[src/design/ghcw_pkg.sv]
// Shared types and constants for the greedy hill-climb walk block.
// No dependencies; the design files take names from here by scope, the testbench imports it.
package ghcw_pkg;

    localparam int NODES      = 16;
    localparam int NODE_W     = 4;
    localparam int ROW_W      = 16;
    localparam int HEUR_W     = 16;
    localparam int VAL_W      = HEUR_W + 1;
    localparam int SCAN_LIMIT = (NODES < ROW_W) ? NODES : ROW_W;
    localparam int CAND_W     = NODE_W + 1;

    localparam logic [CAND_W-1:0]       NO_CANDIDATE = CAND_W'(ROW_W);
    localparam logic signed [VAL_W-1:0] ABOVE_RANGE  = VAL_W'(32'sd32768);
    localparam logic [NODE_W-1:0]       SCAN_LAST    = NODE_W'(SCAN_LIMIT - 1);

    typedef enum logic [0:0] {
        OP_LOAD = 1'b0,
        OP_RUN  = 1'b1
    } op_t;

    typedef enum logic [1:0] {
        ST_CONTINUE = 2'd0,
        ST_GOAL     = 2'd1,
        ST_STUCK    = 2'd2
    } status_t;

    // Memory port requests from the walk controller
    typedef struct packed {
        logic              wr_en;
        logic [NODE_W-1:0] wr_addr;
        logic [ROW_W-1:0]  wr_row;
        logic [HEUR_W-1:0] wr_heur;
        logic [NODE_W-1:0] rd_addr;
    } mem_req_t;

    // Registered read data for the rd_addr presented in the previous cycle
    typedef struct packed {
        logic [ROW_W-1:0]  rd_row;
        logic [HEUR_W-1:0] rd_heur;
    } mem_rsp_t;

endpackage

[src/design/ghcw_item_if.sv]
// Input channel of the hill-climb walk: load and run transactions.
// Depends on ghcw_pkg for field widths.
interface ghcw_item_if;
    logic                               valid;
    logic                               ready;
    logic                               op;
    logic [ghcw_pkg::NODE_W-1:0]        node_index;
    logic [ghcw_pkg::ROW_W-1:0]         row_edges;
    logic signed [ghcw_pkg::HEUR_W-1:0] node_heuristic;
    logic [ghcw_pkg::NODE_W-1:0]        start_node;
    logic [ghcw_pkg::NODE_W-1:0]        goal_node;

    modport source (output valid, op, node_index, row_edges, node_heuristic,
                    start_node, goal_node, input ready);
    modport sink   (input valid, op, node_index, row_edges, node_heuristic,
                    start_node, goal_node, output ready);
endinterface

[src/design/ghcw_result_if.sv]
// Output channel of the hill-climb walk: one transaction per path node.
// Depends on ghcw_pkg for field widths.
interface ghcw_result_if;
    logic                               valid;
    logic                               ready;
    logic [ghcw_pkg::NODE_W-1:0]        path_node;
    logic signed [ghcw_pkg::HEUR_W-1:0] path_heuristic;
    logic [1:0]                         walk_status;
    logic                               last;

    modport source (output valid, path_node, path_heuristic, walk_status, last,
                    input ready);
    modport sink   (input valid, path_node, path_heuristic, walk_status, last,
                    output ready);
endinterface

[src/design/ghcw_store.sv]
// Node store: adjacency row memory and heuristic memory, one write port
// and one registered read port each. Depends on ghcw_pkg.
module ghcw_store (
    input  logic               clk,
    input  ghcw_pkg::mem_req_t req,
    output ghcw_pkg::mem_rsp_t rsp
);

    logic [ghcw_pkg::ROW_W-1:0]  adj_mem  [ghcw_pkg::NODES];
    logic [ghcw_pkg::HEUR_W-1:0] heur_mem [ghcw_pkg::NODES];

    logic [ghcw_pkg::ROW_W-1:0]  rd_row_reg;
    logic [ghcw_pkg::HEUR_W-1:0] rd_heur_reg;

    always_ff @(posedge clk)
    begin
        if (req.wr_en)
        begin
            adj_mem[req.wr_addr]  <= req.wr_row;
            heur_mem[req.wr_addr] <= req.wr_heur;
        end
        rd_row_reg  <= adj_mem[req.rd_addr];
        rd_heur_reg <= heur_mem[req.rd_addr];
    end

    assign rsp.rd_row  = rd_row_reg;
    assign rsp.rd_heur = rd_heur_reg;

endmodule

[src/design/ghcw_walk.sv]
// Walk controller: takes load/run transactions, scans neighbors through the
// node store one per cycle, and holds the result register. Depends on ghcw_pkg
// and the two channel interfaces.
module ghcw_walk (
    input  logic               clk,
    input  logic               rst_n,
    ghcw_item_if.sink          item,
    ghcw_result_if.source      result,
    output ghcw_pkg::mem_req_t req,
    input  ghcw_pkg::mem_rsp_t rsp
);

    typedef enum logic [2:0] {
        S_IDLE,
        S_READ,
        S_LATCH,
        S_CHECK,
        S_SCAN,
        S_SCAN_END,
        S_DECIDE
    } state_t;

    state_t                              state_reg;
    logic [ghcw_pkg::NODE_W-1:0]         cur_reg;
    logic [ghcw_pkg::NODE_W-1:0]         goal_reg;
    logic [ghcw_pkg::ROW_W-1:0]          row_reg;
    logic [ghcw_pkg::HEUR_W-1:0]         cur_heur_reg;
    logic [ghcw_pkg::NODES-1:0]          visited_reg;
    logic [ghcw_pkg::NODE_W-1:0]         scan_idx_reg;
    logic                                cmp_valid_reg;
    logic [ghcw_pkg::NODE_W-1:0]         cmp_idx_reg;
    logic [ghcw_pkg::CAND_W-1:0]         best_cand_reg;
    logic signed [ghcw_pkg::VAL_W-1:0]   best_val_reg;

    logic                                out_valid_reg;
    logic [ghcw_pkg::NODE_W-1:0]         out_node_reg;
    logic [ghcw_pkg::HEUR_W-1:0]         out_heur_reg;
    ghcw_pkg::status_t                   out_status_reg;
    logic                                out_last_reg;

    logic                                accept;
    logic                                out_free;
    logic                                out_load;
    logic                                in_range;
    logic signed [ghcw_pkg::VAL_W-1:0]   cand_val;
    logic                                cand_better;

    assign item.ready = (state_reg == S_IDLE);
    assign accept     = item.valid && item.ready;
    assign out_free   = !out_valid_reg || result.ready;
    assign out_load   = out_free && (((state_reg == S_CHECK) && (cur_reg == goal_reg))
                                     || (state_reg == S_DECIDE));
    assign in_range   = ({1'b0, item.start_node} < ghcw_pkg::CAND_W'(ghcw_pkg::NODES))
                     && ({1'b0, item.goal_node} < ghcw_pkg::CAND_W'(ghcw_pkg::NODES));

    assign cand_val    = {rsp.rd_heur[ghcw_pkg::HEUR_W-1], rsp.rd_heur};
    assign cand_better = row_reg[cmp_idx_reg] && !visited_reg[cmp_idx_reg]
                      && (cand_val < best_val_reg);

    always_comb
    begin
        req.wr_en   = accept && (item.op == ghcw_pkg::OP_LOAD)
                   && ({1'b0, item.node_index} < ghcw_pkg::CAND_W'(ghcw_pkg::NODES));
        req.wr_addr = item.node_index;
        req.wr_row  = item.row_edges;
        req.wr_heur = item.node_heuristic;
        req.rd_addr = (state_reg == S_SCAN) ? scan_idx_reg : cur_reg;
    end

    assign result.valid          = out_valid_reg;
    assign result.path_node      = out_node_reg;
    assign result.path_heuristic = out_heur_reg;
    assign result.walk_status    = out_status_reg;
    assign result.last           = out_last_reg;

    always_ff @(posedge clk or negedge rst_n)
    begin
        if (!rst_n)
        begin
            state_reg      <= S_IDLE;
            cur_reg        <= '0;
            goal_reg       <= '0;
            row_reg        <= '0;
            cur_heur_reg   <= '0;
            visited_reg    <= '0;
            scan_idx_reg   <= '0;
            cmp_valid_reg  <= 1'b0;
            cmp_idx_reg    <= '0;
            best_cand_reg  <= ghcw_pkg::NO_CANDIDATE;
            best_val_reg   <= ghcw_pkg::ABOVE_RANGE;
            out_valid_reg  <= 1'b0;
            out_node_reg   <= '0;
            out_heur_reg   <= '0;
            out_status_reg <= ghcw_pkg::ST_CONTINUE;
            out_last_reg   <= 1'b0;
        end
        else
        begin
            // drain the result register once the sink takes it, unless a new one loads
            if (result.ready && !out_load)
            begin
                out_valid_reg <= 1'b0;
            end

            // compare stage: heuristic of cmp_idx_reg arrives this cycle
            cmp_valid_reg <= (state_reg == S_SCAN);
            cmp_idx_reg   <= scan_idx_reg;
            if (cmp_valid_reg && cand_better)
            begin
                best_val_reg  <= cand_val;
                best_cand_reg <= {1'b0, cmp_idx_reg};
            end

            unique case (state_reg)
                S_IDLE:
                begin
                    if (accept && (item.op == ghcw_pkg::OP_RUN) && in_range)
                    begin
                        cur_reg     <= item.start_node;
                        goal_reg    <= item.goal_node;
                        visited_reg <= '0;
                        state_reg   <= S_READ;
                    end
                end
                S_READ:
                begin
                    state_reg <= S_LATCH;
                end
                S_LATCH:
                begin
                    row_reg      <= rsp.rd_row;
                    cur_heur_reg <= rsp.rd_heur;
                    state_reg    <= S_CHECK;
                end
                S_CHECK:
                begin
                    if (cur_reg == goal_reg)
                    begin
                        if (out_free)
                        begin
                            out_valid_reg  <= 1'b1;
                            out_node_reg   <= cur_reg;
                            out_heur_reg   <= cur_heur_reg;
                            out_status_reg <= ghcw_pkg::ST_GOAL;
                            out_last_reg   <= 1'b1;
                            state_reg      <= S_IDLE;
                        end
                    end
                    else
                    begin
                        visited_reg[cur_reg] <= 1'b1;
                        scan_idx_reg         <= '0;
                        best_cand_reg        <= ghcw_pkg::NO_CANDIDATE;
                        best_val_reg         <= ghcw_pkg::ABOVE_RANGE;
                        state_reg            <= S_SCAN;
                    end
                end
                S_SCAN:
                begin
                    if (scan_idx_reg == ghcw_pkg::SCAN_LAST)
                    begin
                        state_reg <= S_SCAN_END;
                    end
                    else
                    begin
                        scan_idx_reg <= scan_idx_reg + 1'b1;
                    end
                end
                S_SCAN_END:
                begin
                    state_reg <= S_DECIDE;
                end
                S_DECIDE:
                begin
                    if (out_free)
                    begin
                        out_valid_reg <= 1'b1;
                        out_node_reg  <= cur_reg;
                        out_heur_reg  <= cur_heur_reg;
                        if (best_cand_reg == ghcw_pkg::NO_CANDIDATE)
                        begin
                            out_status_reg <= ghcw_pkg::ST_STUCK;
                            out_last_reg   <= 1'b1;
                            state_reg      <= S_IDLE;
                        end
                        else
                        begin
                            out_status_reg <= ghcw_pkg::ST_CONTINUE;
                            out_last_reg   <= 1'b0;
                            // advance to the best neighbor and fetch its row
                            cur_reg        <= best_cand_reg[ghcw_pkg::NODE_W-1:0];
                            cur_heur_reg   <= best_val_reg[ghcw_pkg::HEUR_W-1:0];
                            state_reg      <= S_READ;
                        end
                    end
                end
                default:
                begin
                    state_reg <= S_IDLE;
                end
            endcase
        end
    end

endmodule

[src/design/greedy_hill_climb_walk_top.sv]
// Channel     | Dir | Transaction
// item        | in  | op=load: store node row/heuristic; op=run: walk start->goal
// result      | out | one path node with heuristic, status and last flag
//
// A load is written to the node store when it is accepted. A run is accepted,
// then each path node passes S_READ and S_LATCH to fetch its row, S_CHECK, S_SCAN
// to read one neighbor heuristic per cycle through the single read port, and
// S_SCAN_END and S_DECIDE to settle and decide; a final goal node ends at S_CHECK.
// Reset clears control state only; the node memories hold garbage until loaded.
// A stalled result holds the walk in place; no new transaction is taken
// until the last result of a run is in the result register.
// Depends on ghcw_pkg, ghcw_item_if, ghcw_result_if, ghcw_store, ghcw_walk.
module greedy_hill_climb_walk_top (
    input  logic          clk,
    input  logic          rst_n,
    ghcw_item_if.sink     item,
    ghcw_result_if.source result
);

    ghcw_pkg::mem_req_t mem_req;
    ghcw_pkg::mem_rsp_t mem_rsp;

    ghcw_store u_store (
        .clk (clk),
        .req (mem_req),
        .rsp (mem_rsp)
    );

    ghcw_walk u_walk (
        .clk    (clk),
        .rst_n  (rst_n),
        .item   (item),
        .result (result),
        .req    (mem_req),
        .rsp    (mem_rsp)
    );

endmodule

[src/flat_wrapper.sv]
// flat-port wrapper written by rule: the top's interface ports become plain ports
module greedy_hill_climb_walk_top_flat 
  (clk, rst_n, item_valid, item_op, item_node_index, item_row_edges, item_node_heuristic, item_start_node, item_goal_node, item_ready, result_valid, result_path_node, result_path_heuristic, result_walk_status, result_last, result_ready);
  ghcw_item_if item_i ();
  ghcw_result_if result_i ();
  input  logic clk;
  input  logic rst_n;
  input wire logic [$bits(item_i.valid)-1:0] item_valid;
  input wire logic [$bits(item_i.op)-1:0] item_op;
  input wire logic [$bits(item_i.node_index)-1:0] item_node_index;
  input wire logic [$bits(item_i.row_edges)-1:0] item_row_edges;
  input wire logic [$bits(item_i.node_heuristic)-1:0] item_node_heuristic;
  input wire logic [$bits(item_i.start_node)-1:0] item_start_node;
  input wire logic [$bits(item_i.goal_node)-1:0] item_goal_node;
  output wire logic [$bits(item_i.ready)-1:0] item_ready;
  output wire logic [$bits(result_i.valid)-1:0] result_valid;
  output wire logic [$bits(result_i.path_node)-1:0] result_path_node;
  output wire logic [$bits(result_i.path_heuristic)-1:0] result_path_heuristic;
  output wire logic [$bits(result_i.walk_status)-1:0] result_walk_status;
  output wire logic [$bits(result_i.last)-1:0] result_last;
  input wire logic [$bits(result_i.ready)-1:0] result_ready;
  assign item_i.valid = item_valid;
  assign item_i.op = item_op;
  assign item_i.node_index = item_node_index;
  assign item_i.row_edges = item_row_edges;
  assign item_i.node_heuristic = item_node_heuristic;
  assign item_i.start_node = item_start_node;
  assign item_i.goal_node = item_goal_node;
  assign item_ready = item_i.ready;
  assign result_valid = result_i.valid;
  assign result_path_node = result_i.path_node;
  assign result_path_heuristic = result_i.path_heuristic;
  assign result_walk_status = result_i.walk_status;
  assign result_last = result_i.last;
  assign result_i.ready = result_ready;
  greedy_hill_climb_walk_top u_core (.clk(clk), .rst_n(rst_n), .item(item_i), .result(result_i));
endmodule
[config.mk]
export PLATFORM = sky130hd
export DESIGN_NAME = greedy_hill_climb_walk_top_flat
export DESIGN_NICKNAME = d
export VERILOG_FILES = /design/src/design/ghcw_pkg.sv /design/src/design/ghcw_item_if.sv /design/src/design/ghcw_result_if.sv /design/src/design/ghcw_store.sv /design/src/design/ghcw_walk.sv /design/src/design/greedy_hill_climb_walk_top.sv /design/src/flat_wrapper.sv
export SDC_FILE = /design/constraint.sdc
export NUM_CORES = 1
export LEC_CHECK = 0
export BUFFER_PORTS_ARGS = -buffer_cell sky130_fd_sc_hd__buf_2
export CELL_PAD_IN_SITES_DETAIL_PLACEMENT = 0
export CELL_PAD_IN_SITES_GLOBAL_PLACEMENT = 1
export CORE_MARGIN = 2
export CORE_UTILIZATION = 25
export DETAILED_ROUTE_END_ITERATION = 16
export PLACE_DENSITY_LB_ADDON = 0.1
export SYNTH_ARGS = -nofsm -noshare
export SYNTH_HDL_FRONTEND = slang
export SYNTH_HIERARCHICAL = 1
export SYNTH_SLANG_ARGS = --single-unit
[constraint.sdc]
create_clock -name clk -period 7.7 [get_ports clk]
set_input_delay 1.925 -clock clk [delete_from_list [all_inputs] [get_ports clk]]
set_output_delay 1.925 -clock clk [all_outputs]
set_load 0.01 [all_outputs]
==> results.sh, run 1 <==
export IMPL_fin_nets=1524
export IMPL_p_per_area_nw_per_um2=378
export IMPL_vias=12500
export IMPL_status="finished, final reports clean"
export IMPL_start_util_pct=25.2
export IMPL_use_met2_pct=19.4
export IMPL_tightest_slew_ns=1.22
export IMPL_die_w_microns=324
export IMPL_drtIter0Drc=803
export IMPL_gr_usage_met1_pct=18.2
export IMPL_core_sq_um=102000
export IMPL_period_minus_slack_ns=4.34
export IMPL_async_flop_share_pct=17.3
export IMPL_antenna_found_initial=10
export IMPL_die_area_sq_um=105000
export IMPL_syn_avg_cell_area_sq_um=18.4
export IMPL_hold_end="u_core/u_walk/cmp_idx_reg[3]$_DFF_PN0_"
export IMPL_synth_edff_count=512
export IMPL_grt_pass1_vias=13300
export IMPL_mostFrequentLayoutCell="edfxtp_1"
export IMPL_drive_above_1_share_pct=27.0
export IMPL_yosysWarnings=6
export IMPL_clkTransAtPathRegs_ns=0.05
export IMPL_fmax_ghz=0.231
export IMPL_viasPerCell=4.33
export IMPL_grt_pass1_wl_microns=95300
export IMPL_min_path_cells=0
export IMPL_cts_sinks=658
export IMPL_chipHeight_microns=324
export IMPL_p_leak_nw=10.2
export IMPL_tritoncts="done"
export IMPL_slew_headroom_pct=18.2
export IMPL_ir_worst_vdd_uv=172
export IMPL_pin_count=74
export IMPL_cts_root_buf="clkbuf_16"
export IMPL_routed_wl_microns=65200
export IMPL_row_count=117
export IMPL_reg2reg_depth=6
export IMPL_tns_ns=0
export IMPL_mostFrequentLayoutCells="512 x edfxtp_1, 128 x mux4_2, 112 x dfrtp_1"
export IMPL_cp_data_required_time_ns=7.99
export IMPL_drv_cap=0
export IMPL_synth_cells=1388
export IMPL_overflow=0
export IMPL_holdWs_ns=0.450
export IMPL_post_cts_hold_buffer_count=0
export IMPL_reg2reg_to="u_core/u_store/rd_row_reg[13]$_DFF_P_"
export IMPL_drt_wirelength_per_cell_microns=22.5
export IMPL_arrival_ns=4.62
export IMPL_yosysSeqAreaShare_pct=73.8
export IMPL_rr_startpoint="u_core/u_walk/state_reg[2]$_DFFE_PN0P_"
export IMPL_yosys_cell_types_count=58
export IMPL_drv_slew=0
export IMPL_syn_area_sq_um=25600
export IMPL_clock_path_buffers=3
export IMPL_post_cts_resized=0
export IMPL_drc=0
export IMPL_grt_setup_unrepaired="no"
export IMPL_grt_start_max_net_pins=64
export IMPL_hold_violations=0
export IMPL_n_fill_cell=10100
export IMPL_period_share_pct=56.3
export IMPL_ys_ff_latch=658
export IMPL_setup_viol_count_final=0
export IMPL_post_cts_buffers=0
export IMPL_syn_nets=1454
export IMPL_track_usage_pct=12.7
export IMPL_skew_ns=0.0419
export IMPL_crit_fanout=22
export IMPL_path_class="in -> reg"
export IMPL_grt_busiest_layer="met2"
export IMPL_synth_flop_cell="edfxtp_1"
export IMPL_hold_class="reg -> reg"
export IMPL_dp_hpwl_microns=37700
export IMPL_endpoint_kind="register"
export IMPL_io_buffers=73
export IMPL_met3_usage_pct=2.60
export IMPL_numCtsBuffers=78
export IMPL_place_gp_congestion=0.687
export IMPL_min_from="u_core/u_walk/scan_idx_reg[3]$_DFFE_PN0P_"
export IMPL_antenna_left=0
export IMPL_areaGrowthSynthToFinish_pct=17.1
export IMPL_cts_htree_levels=3
export IMPL_clock_latency_ns=0.63
export IMPL_dr_pass1_iters=5
export IMPL_start_kind="input port"
export IMPL_regToRegSetupSlack_ns=3.64
worst max-delay path, stage by stage:
cell     delay, ns
buf_2         0.09
nand2_1       0.05
nor2_1        0.66
or3b_2        0.62
nor3_2        0.76
buf_4         0.48
cells by family after synthesis:
| logic type | share of synthesized area [%] |
|---|---|
| XOR/XNOR | 0.206 |
| adder cells (fa/ha/maj) | 0.832 |
| flip-flops | 73.8 |
| AND/OR/NAND/NOR | 3.81 |
| buffers and inverters | 2.78 |
| AO/OA/AOI/OAI | 4.24 |
| multiplexers | 14.3 |
layout make-up:
type	count	area (sq um)	share of cell area (%)
inverter	22	82.6	0.276
antenna	7	17.5	0.0585
clock inverter	29	343	1.14
sequential	658	18900	63.0
multi-input combinational	598	6160	20.6
clock buffer	111	2190	7.31
timing repair buffer	100	571	1.91
tap	1368	1710	5.72
metal layers:
| metal | up-vias | part of all wire, % |
|---|---|---|
| li1 | 5621 | - |
| met1 | 6563 | 48 |
| met2 | 235 | 45 |
| met3 | 88 | 4.3 |
| met4 | 6 | 2.1 |
| met5 | - | 0.064 |
through the flow:
stage          cell area, sq um  worst slack (ns)  std cells  util (%)  total power [mW]
2_1_floorplan             25600              2.39       1388         -              6.71
3_3_place_gp              27400              2.80       2746      27.0              7.85
3_5_place_dp              27400              2.75       2746      27.0              7.85
4_1_cts                   29900              3.41       2886      29.5              11.6
5_1_grt                   29900              3.17       2886      29.5              12.0
6_report                  29900              3.36       2893      29.5              11.3
synthesized netlist by cell type, types with 3 or more instances:
| library cell | count | share of area (%) |
|---|---|---|
| o21ai_0 | 3 | 0.059 |
| ha_1 | 17 | 0.83 |
| nand3b_1 | 5 | 0.15 |
| a22oi_1 | 64 | 1.9 |
| mux2_2 | 46 | 2.0 |
| edfxtp_1 | 512 | 60 |
| nor2_1 | 76 | 1.1 |
| dfrtp_1 | 112 | 11 |
| nand2_1 | 87 | 1.3 |
| nand2b_1 | 8 | 0.20 |
| mux4_2 | 128 | 11 |
| mux2i_1 | 26 | 1.0 |
| clkbuf_1 | 41 | 0.60 |
| a311oi_1 | 3 | 0.10 |
| nor2b_1 | 9 | 0.22 |
| buf_1 | 3 | 0.044 |
| buf_6 | 3 | 0.13 |
| a21oi_1 | 43 | 0.84 |
| and2_1 | 3 | 0.073 |
| nand4_1 | 5 | 0.12 |
| nor3b_1 | 5 | 0.15 |
| buf_2 | 15 | 0.29 |
| a41oi_1 | 4 | 0.14 |
| xnor2_1 | 4 | 0.14 |
| buf_4 | 46 | 1.4 |
| nor3_1 | 5 | 0.098 |
| dfxtp_1 | 32 | 2.5 |
| a21o_1 | 4 | 0.12 |
| a31oi_1 | 14 | 0.34 |
| inv_1 | 22 | 0.32 |
| nand3_1 | 7 | 0.14 |
power breakdown:
part	internal, mW	switching (mW)	total (mW)
registers	4.20	0.294	4.50
logic	1.36	1.81	3.17
clock network	2.18	1.46	3.65
total	7.75	3.56	11.3
worst max-delay path by stage:
stage | depth (start not counted) | start | endpoint | slack (ns)
3_3_place_gp | 6 | item_valid | u_core/u_store/heur_mem[0][8]$_DFFE_PP_ | 2.80
5_1_grt | 6 | u_core/u_walk/state_reg[2]$_DFFE_PN0P_ | u_core/u_store/rd_row_reg[3]$_DFF_P_ | 3.17
6_report | 6 | item_valid | u_core/u_store/heur_mem[0][7]$_DFFE_PP_ | 3.36
4_1_cts | 6 | item_valid | u_core/u_store/heur_mem[0][10]$_DFFE_PP_ | 3.41
3_5_place_dp | 6 | item_valid | u_core/u_store/heur_mem[0][10]$_DFFE_PP_ | 2.75
2_1_floorplan | 4 | item_valid | u_core/u_store/adj_mem[0][0]$_DFFE_PP_ | 2.39
Power figures use the tool's default switching activity.
==> inputs of run 2 (changes only) <==
--- a/config.mk
+++ b/config.mk
@@ -5,6 +5,7 @@
 export SDC_FILE = /design/constraint.sdc
 export NUM_CORES = 1
 export LEC_CHECK = 0
+export ABC_AREA = 1
 export BUFFER_PORTS_ARGS = -buffer_cell sky130_fd_sc_hd__buf_2
 export CELL_PAD_IN_SITES_DETAIL_PLACEMENT = 0
 export CELL_PAD_IN_SITES_GLOBAL_PLACEMENT = 1
==> constraint.sdc (replaced) <==
create_clock -name clk -period 4.41 [get_ports clk]
set_input_delay 1.1025 -clock clk [delete_from_list [all_inputs] [get_ports clk]]
set_output_delay 1.1025 -clock clk [all_outputs]
set_load 0.01 [all_outputs]
==> run 2 against run 1 <==
Against the previous run: area after synthesis grew 12%; synthesized cell count rose by 100%; clock power rose by 82%; clock skew is 0.0048 ns higher; sequential power is 76% higher; global-route usage rose by 2.1 points; final area is 11% higher; clock-buffer cell count up 17; via count up 51%; register-to-register slack lost 2.4 ns; total power is 91% higher; final cell count rose by 54%; critical path type is now reg -> reg; largest power group unchanged.
==> results.sh, run 2 <==
export IMPL_status="finished, final reports clean"
export IMPL_dr_pass1_iters=5
export IMPL_drv_slew=0
export IMPL_postPlaceCellArea_sq_um=30600
export IMPL_grt_setup_unrepaired="no"
export IMPL_syn_avg_cell_area_sq_um=10.2
export IMPL_worst_path_max_delay_cell="o21ai_4"
export IMPL_async_flop_share_pct=17.3
export IMPL_cts_sinks=658
export IMPL_track_usage_pct=14.7
export IMPL_drive_above_1_share_pct=10.7
export IMPL_reg2reg_to="u_core/u_store/rd_row_reg[1]$_DFF_P_"
export IMPL_ys_ff_latch=658
export IMPL_post_cts_buffers=0
export IMPL_drtIter0Drc=1183
export IMPL_synth_simple_area_share_pct=20.0
export IMPL_period_minus_slack_ns=3.19
export IMPL_grt_pass1_wl_microns=128000
export IMPL_yosysSeqAreaShare_pct=65.7
export IMPL_fin_nets=2926
export IMPL_yosys_top_cells_area="edfxtp_1 54%, nand2_1 11%, dfrtp_1 9.8%"
export IMPL_hold_end="u_core/u_walk/cmp_idx_reg[3]$_DFF_PN0_"
export IMPL_fin_util_pct=29.2
export IMPL_tns_ns=0
export IMPL_io_buffers=73
export IMPL_period_share_pct=72.4
export IMPL_dp_slack_ns=1.17
export IMPL_start_util_pct=25.2
export IMPL_multiInputGateArea_sq_um=7070
export IMPL_routed_wl_microns=86200
export IMPL_synth_flop_cell="edfxtp_1"
export IMPL_worst_path_largest_cell_delay_ns=0.96
export IMPL_pin_count=74
export IMPL_reg2reg_depth=7
export IMPL_fin_cells=4443
export IMPL_start_kind="register"
export IMPL_critPathBufInv=1
export IMPL_yosysMostFrequentCell="nand2_1"
export IMPL_clock_latency_ns=0.66
export IMPL_areaGrowthSynthToFinish_pct=15.9
export IMPL_cp_cell_sequence="nor2_2, nand2_1, o21ai_4, buf_4, nand3_1, nand3_1, nand2_1"
export IMPL_min_from="u_core/u_walk/scan_idx_reg[3]$_DFFE_PN0P_"
export IMPL_skew_ns=0.0468
export IMPL_grt_start_max_net_pins=190
export IMPL_synth_top_family_by_area="simple AND/OR/NAND/NOR gates"
export IMPL_setup_slack_ns=1.22
export IMPL_gr_usage_met1_pct=19.8
export IMPL_endpoint_kind="register"
export IMPL_place_gp_congestion=0.752
export IMPL_regArea_sq_um=18900
export IMPL_fmax_ghz=0.313
export IMPL_die_w_microns=343
export IMPL_chipHeight_microns=343
export IMPL_cts_htree_levels=3
export IMPL_yosys_cell_types_count=43
export IMPL_arrival_ns=3.73
export IMPL_dp_cells=4288
export IMPL_grt_busiest_layer="met2"
export IMPL_synth_edff_count=512
export IMPL_setup_viol_count_final=0
export IMPL_ir_worst_vdd_uv=536
export IMPL_synth_top_area_share_pct=53.6
export IMPL_die_area_sq_um=118000
export IMPL_yosys_area_share_adder_pct=0.741
export IMPL_syn_nets=2888
export IMPL_seq_power_share_pct=36.6
export IMPL_crit_family="compound AO/OA/AOI/OAI gates"
export IMPL_yosysWarnings=6
export IMPL_drc=0
export IMPL_regToRegSetupSlack_ns=1.22
export IMPL_viasPerCell=4.25
export IMPL_synth_compound_gate_area_share_pct=2.38
export IMPL_ys_top_cells_by_count="845 x nand2_1, 512 x edfxtp_1, 477 x inv_1, 417 x nand3_1, 112 x dfrtp_1"
export IMPL_p_per_area_nw_per_um2=651
export IMPL_rr_startpoint="u_core/u_walk/state_reg[1]$_DFFE_PN0P_"
export IMPL_row_count=124
export IMPL_p_sw_mw=8.24
export IMPL_post_cts_resized=0
export IMPL_clkTransAtPathRegs_ns=0.05
export IMPL_synth_cells=2822
export IMPL_synth_top_area_cell="edfxtp_1"
export IMPL_switching_share_pct=38.1
export IMPL_clkPwrFrac_pct=30.7
export IMPL_overflow=0
export IMPL_comb_power_share_pct=32.7
export IMPL_min_path_cells=0
export IMPL_design_area_sq_um=33300
export IMPL_drt_wirelength_per_cell_microns=19.4
export IMPL_synthMuxAreaShare_pct=0.785
export IMPL_grt_pass1_vias=18900
export IMPL_numCtsBuffers=82
export IMPL_cts_root_buf="clkbuf_16"
export IMPL_mostFrequentLayoutCells="845 x nand2_1, 512 x edfxtp_1, 475 x inv_1"
export IMPL_met3_usage_pct=2.38
export IMPL_crit_fanout=44
export IMPL_mostFrequentLayoutCell="nand2_1"
export IMPL_hold_class="reg -> reg"
export IMPL_internal_power_mw=13.4
export IMPL_drv_cap=0
export IMPL_tritoncts="done"
export IMPL_cp_data_required_time_ns=4.95
export IMPL_tightest_slew_ns=1.15
export IMPL_vias=18900
export IMPL_path_class="reg -> reg"
export IMPL_synth_xor_area_share_pct=0.122
export IMPL_holdWs_ns=0.445
export IMPL_slew_headroom_pct=23.6
export IMPL_post_cts_hold_buffer_count=0
export IMPL_core_sq_um=114000
export IMPL_p_total_mw=21.7
export IMPL_n_fill_cell=11900
export IMPL_hold_violations=0
export IMPL_syn_area_sq_um=28700
export IMPL_antenna_found_initial=13
export IMPL_clock_path_buffers=3
export IMPL_dp_hpwl_microns=47400
export IMPL_antenna_left=0
export IMPL_p_leak_nw=14.2
export IMPL_use_met2_pct=24.5
[run 2: cell types whose count changed in the layout (fill, tap and decap cells not counted), moves of 20 or more]
cell     delta
a22oi_1    -63
inv_1     +453
mux2_2     -24
mux2i_1    -26
mux4_2    -128
nand2_1   +758
nand3_1   +410
nor2_1     -27
o21ai_0    +20
o21ai_1    +24
[run 2: worst max-delay path by stage]
stage / start / end / slack (ns) / depth (start not counted)
CTS: u_core/u_walk/state_reg[1]$_DFFE_PN0P_ / u_core/u_store/rd_heur_reg[4]$_DFF_P_ / 1.16 / 8
finish: u_core/u_walk/state_reg[1]$_DFFE_PN0P_ / u_core/u_store/rd_row_reg[1]$_DFF_P_ / 1.22 / 7
detailed placement: u_core/u_walk/state_reg[1]$_DFFE_PN0P_ / u_core/u_store/rd_row_reg[1]$_DFF_P_ / 1.17 / 7
floorplan: item_valid / u_core/u_store/adj_mem[10][0]$_DFFE_PP_ / 0.96 / 4
global route: u_core/u_walk/state_reg[1]$_DFFE_PN0P_ / u_core/u_store/rd_row_reg[1]$_DFF_P_ / 1.0 / 7
global placement: item_valid / u_core/u_store/heur_mem[9][6]$_DFFE_PP_ / 1.15 / 7
[run 2: cell families (layout without fill, tap and decap cells)]
| logic type | after synthesis | count (layout) |
|---|---|---|
| mux | 20 | 20 |
| xor+xnor | 4 | 4 |
| fa+ha+maj | 17 | 17 |
| compound gates | 120 | 120 |
| flops | 658 | 658 |
| buf+inv | 651 | 759 |
| simple gates | 1352 | 1352 |
| other cells | 0 | 1 |
[run 2: metal layers]
metal  up-vias  part of all wire [%]
li1       9157                     -
met1      9258                    47
met2       326                    47
met3       116                   4.1
met4         6                   2.0
met5         -                 0.043
[run 2: area by class of cell]
type	count	area share (%)
inverters	485	5.53
well taps	1512	5.69
flip-flops and latches	658	56.7
multi-input cells	1513	21.3
repair buffers	120	2.66
clock buffers	128	7.43
diodes	1	0.00752
clock inverters	26	0.692
[run 2: worst register-to-register path, stage by stage (launching register included)]
cell and delay [ns]:
dfrtp_1 0.45, nor2_2 0.17, nand2_1 0.33, o21ai_4 0.96
buf_4 0.79, nand3_1 0.22, nand3_1 0.13, nand2_1 0.07
[run 2: power groups by stage]
stage | sequential [mW] | clock (mW) | combinational [mW]
floorplan | 7.69 | 0 | 5.13
global placement | 8.07 | 0 | 7.21
detailed placement | 8.06 | 0 | 7.22
CTS | 7.94 | 6.91 | 7.25
global route | 8.00 | 7.13 | 8.04
finish | 7.93 | 6.65 | 7.07
==> inputs of run 3 (changes only) <==
==> constraint.sdc (replaced) <==
create_clock -name clk -period 2.76 [get_ports clk]
set_input_delay 0.69 -clock clk [delete_from_list [all_inputs] [get_ports clk]]
set_output_delay 0.69 -clock clk [all_outputs]
set_load 0.01 [all_outputs]
==> run 3 against run 2 <==
Against the previous run: clock power is 61% higher; total power grew 60%; final cell count rose by 0.63%; die area did not move; sequential share of layout area decreased by 0.95 points; global-route usage about the same; core utilization is 0.49 points higher; sequential cell count is the same; critical path depth grew 4; clock-buffer cell count fell by 15; combinational power increased by 61%; clock skew fell by 0.032 ns; highest routed layer unchanged.
==> results.sh, run 3 (synthesis gave the netlist of run 2 again) <==
export IMPL_skew_ns=0.0150
export IMPL_overflow=0
export IMPL_viasPerCell=4.21
export IMPL_fin_nets=2956
export IMPL_regArea_sq_um=18900
export IMPL_chipHeight_microns=343
export IMPL_dr_pass1_iters=5
export IMPL_io_buffers=73
export IMPL_drv_slew=0
export IMPL_n_fill_cell=11800
export IMPL_hold_class="in -> async"
export IMPL_fin_cells=4471
export IMPL_pin_count=74
export IMPL_p_total_mw=34.7
export IMPL_die_area_sq_um=118000
export IMPL_areaGrowthSynthToFinish_pct=17.8
export IMPL_switching_share_pct=36.9
export IMPL_period_share_pct=86.7
export IMPL_drive_above_1_share_pct=11.7
export IMPL_dp_cells=4321
export IMPL_clock_latency_ns=0.64
export IMPL_dp_hpwl_microns=49200
export IMPL_routed_wl_microns=85500
export IMPL_drt_wirelength_per_cell_microns=19.1
export IMPL_hold_violations=0
export IMPL_fmax_ghz=0.418
export IMPL_antenna_found_initial=10
export IMPL_reg2reg_depth=11
export IMPL_p_leak_nw=14.4
export IMPL_drc=0
export IMPL_vias=18800
export IMPL_internal_power_mw=21.9
export IMPL_path_class="reg -> reg"
export IMPL_cts_root_buf="clkbuf_16"
export IMPL_place_gp_congestion=0.739
export IMPL_grt_pass1_vias=18700
export IMPL_clkTransAtPathRegs_ns=0.06
export IMPL_numCtsBuffers=79
export IMPL_mostFrequentLayoutCell="nand2_1"
export IMPL_clkPwrFrac_pct=30.8
export IMPL_grt_setup_unrepaired="no"
export IMPL_mostFrequentLayoutCells="845 x nand2_1, 512 x edfxtp_1, 475 x inv_1"
export IMPL_post_cts_buffers=0
export IMPL_design_area_sq_um=33800
export IMPL_start_kind="register"
export IMPL_p_per_area_nw_per_um2=1020
export IMPL_status="finished, final reports clean"
export IMPL_setup_viol_count_final=0
export IMPL_holdWs_ns=0.0570
export IMPL_clock_path_buffers=3
export IMPL_track_usage_pct=14.7
export IMPL_multiInputGateArea_sq_um=7070
export IMPL_die_w_microns=343
export IMPL_tightest_slew_ns=0.757
export IMPL_cts_sinks=658
export IMPL_dp_slack_ns=0.372
export IMPL_ir_worst_vdd_uv=635
export IMPL_arrival_ns=2.97
export IMPL_seq_power_share_pct=36.1
export IMPL_setup_slack_ns=0.367
export IMPL_postPlaceCellArea_sq_um=31200
export IMPL_crit_fanout=50
export IMPL_row_count=124
export IMPL_drtIter0Drc=1263
export IMPL_comb_power_share_pct=33.0
export IMPL_core_sq_um=114000
export IMPL_grt_start_max_net_pins=81
export IMPL_slew_headroom_pct=49.4
export IMPL_drv_cap=0
export IMPL_post_cts_resized=0
export IMPL_cp_data_required_time_ns=3.33
export IMPL_period_minus_slack_ns=2.39
export IMPL_antenna_left=0
export IMPL_grt_pass1_wl_microns=128000
export IMPL_tritoncts="done"
export IMPL_post_cts_hold_buffer_count=0
export IMPL_start_util_pct=25.2
export IMPL_endpoint_kind="register"
export IMPL_p_sw_mw=12.8
export IMPL_cts_htree_levels=3
-- run 3: power groups by stage --
| stage | clock [mW] | combinational (mW) | sequential [mW] |
|---|---|---|---|
| floorplan | 0 | 8.20 | 12.3 |
| global placement | 0 | 11.7 | 12.7 |
| detailed placement | 0 | 11.7 | 12.7 |
| CTS | 11.1 | 11.7 | 12.5 |
| global route | 11.5 | 13.0 | 12.6 |
| finish | 10.7 | 11.4 | 12.5 |
-- run 3: cell type report --
| class | instances | share of cell area, % |
|---|---|---|
| multi-input cells | 1513 | 20.9 |
| diodes | 3 | 0.0222 |
| clock inverters | 34 | 1.14 |
| well taps | 1512 | 5.59 |
| clock buffers | 113 | 6.71 |
| flip-flops and latches | 658 | 55.8 |
| repair buffers | 153 | 4.42 |
| inverters | 485 | 5.42 |
-- run 3: critical path: stages, from the launching register on --
cell,delay [ns]
dfrtp_1,0.44
nor2_2,0.19
nand2_1,0.24
o21ai_4,0.39
buf_12,0.25
buf_12,0.28
nand2_1,0.09
nand2_1,0.08
nand2_1,0.05
nand3_1,0.08
nand3_1,0.12
nand2_1,0.09
-- run 3: path summary, 6_finish.rpt --
kind / start / endpoint / slack (ns)
worst min-delay path: rst_n / u_core/u_walk/goal_reg[0]$_DFFE_PN0P_ / 0.06
worst min register to register: u_core/u_walk/scan_idx_reg[3]$_DFFE_PN0P_ / u_core/u_walk/cmp_idx_reg[3]$_DFF_PN0_ / 0.41
min in group clk: item_goal_node[0] / u_core/u_walk/goal_reg[0]$_DFFE_PN0P_ / 0.29
worst max-delay path: u_core/u_walk/state_reg[1]$_DFFE_PN0P_ / u_core/u_store/rd_row_reg[11]$_DFF_P_ / 0.37
max in group asynchronous: rst_n / u_core/u_walk/cur_heur_reg[15]$_DFFE_PN0P_ / 2.06
worst max register to register: u_core/u_walk/state_reg[1]$_DFFE_PN0P_ / u_core/u_store/rd_row_reg[11]$_DFF_P_ / 0.37
-- run 3: metrics by stage --
| stage | util, % | setup TNS [ns] |
|---|---|---|
| after global routing | 29.7 | 0 |
| after detailed placement | 27.3 | 0 |
| after floorplan | - | -105.31 |
| after global placement | 27.3 | 0 |
| final | 29.7 | 0 |
| after CTS | 29.7 | 0 |
-- run 3: per-layer routing --
| layer | routed length, microns | up-vias | track usage [%] |
|---|---|---|---|
| li1 | - | 9226 | - |
| met1 | 40100 | 9145 | 19.7 |
| met2 | 40300 | 321 | 24.3 |
| met3 | 3120 | 122 | 2.41 |
| met4 | 2010 | 6 | 4.50 |
| met5 | 42 | - | 0 |
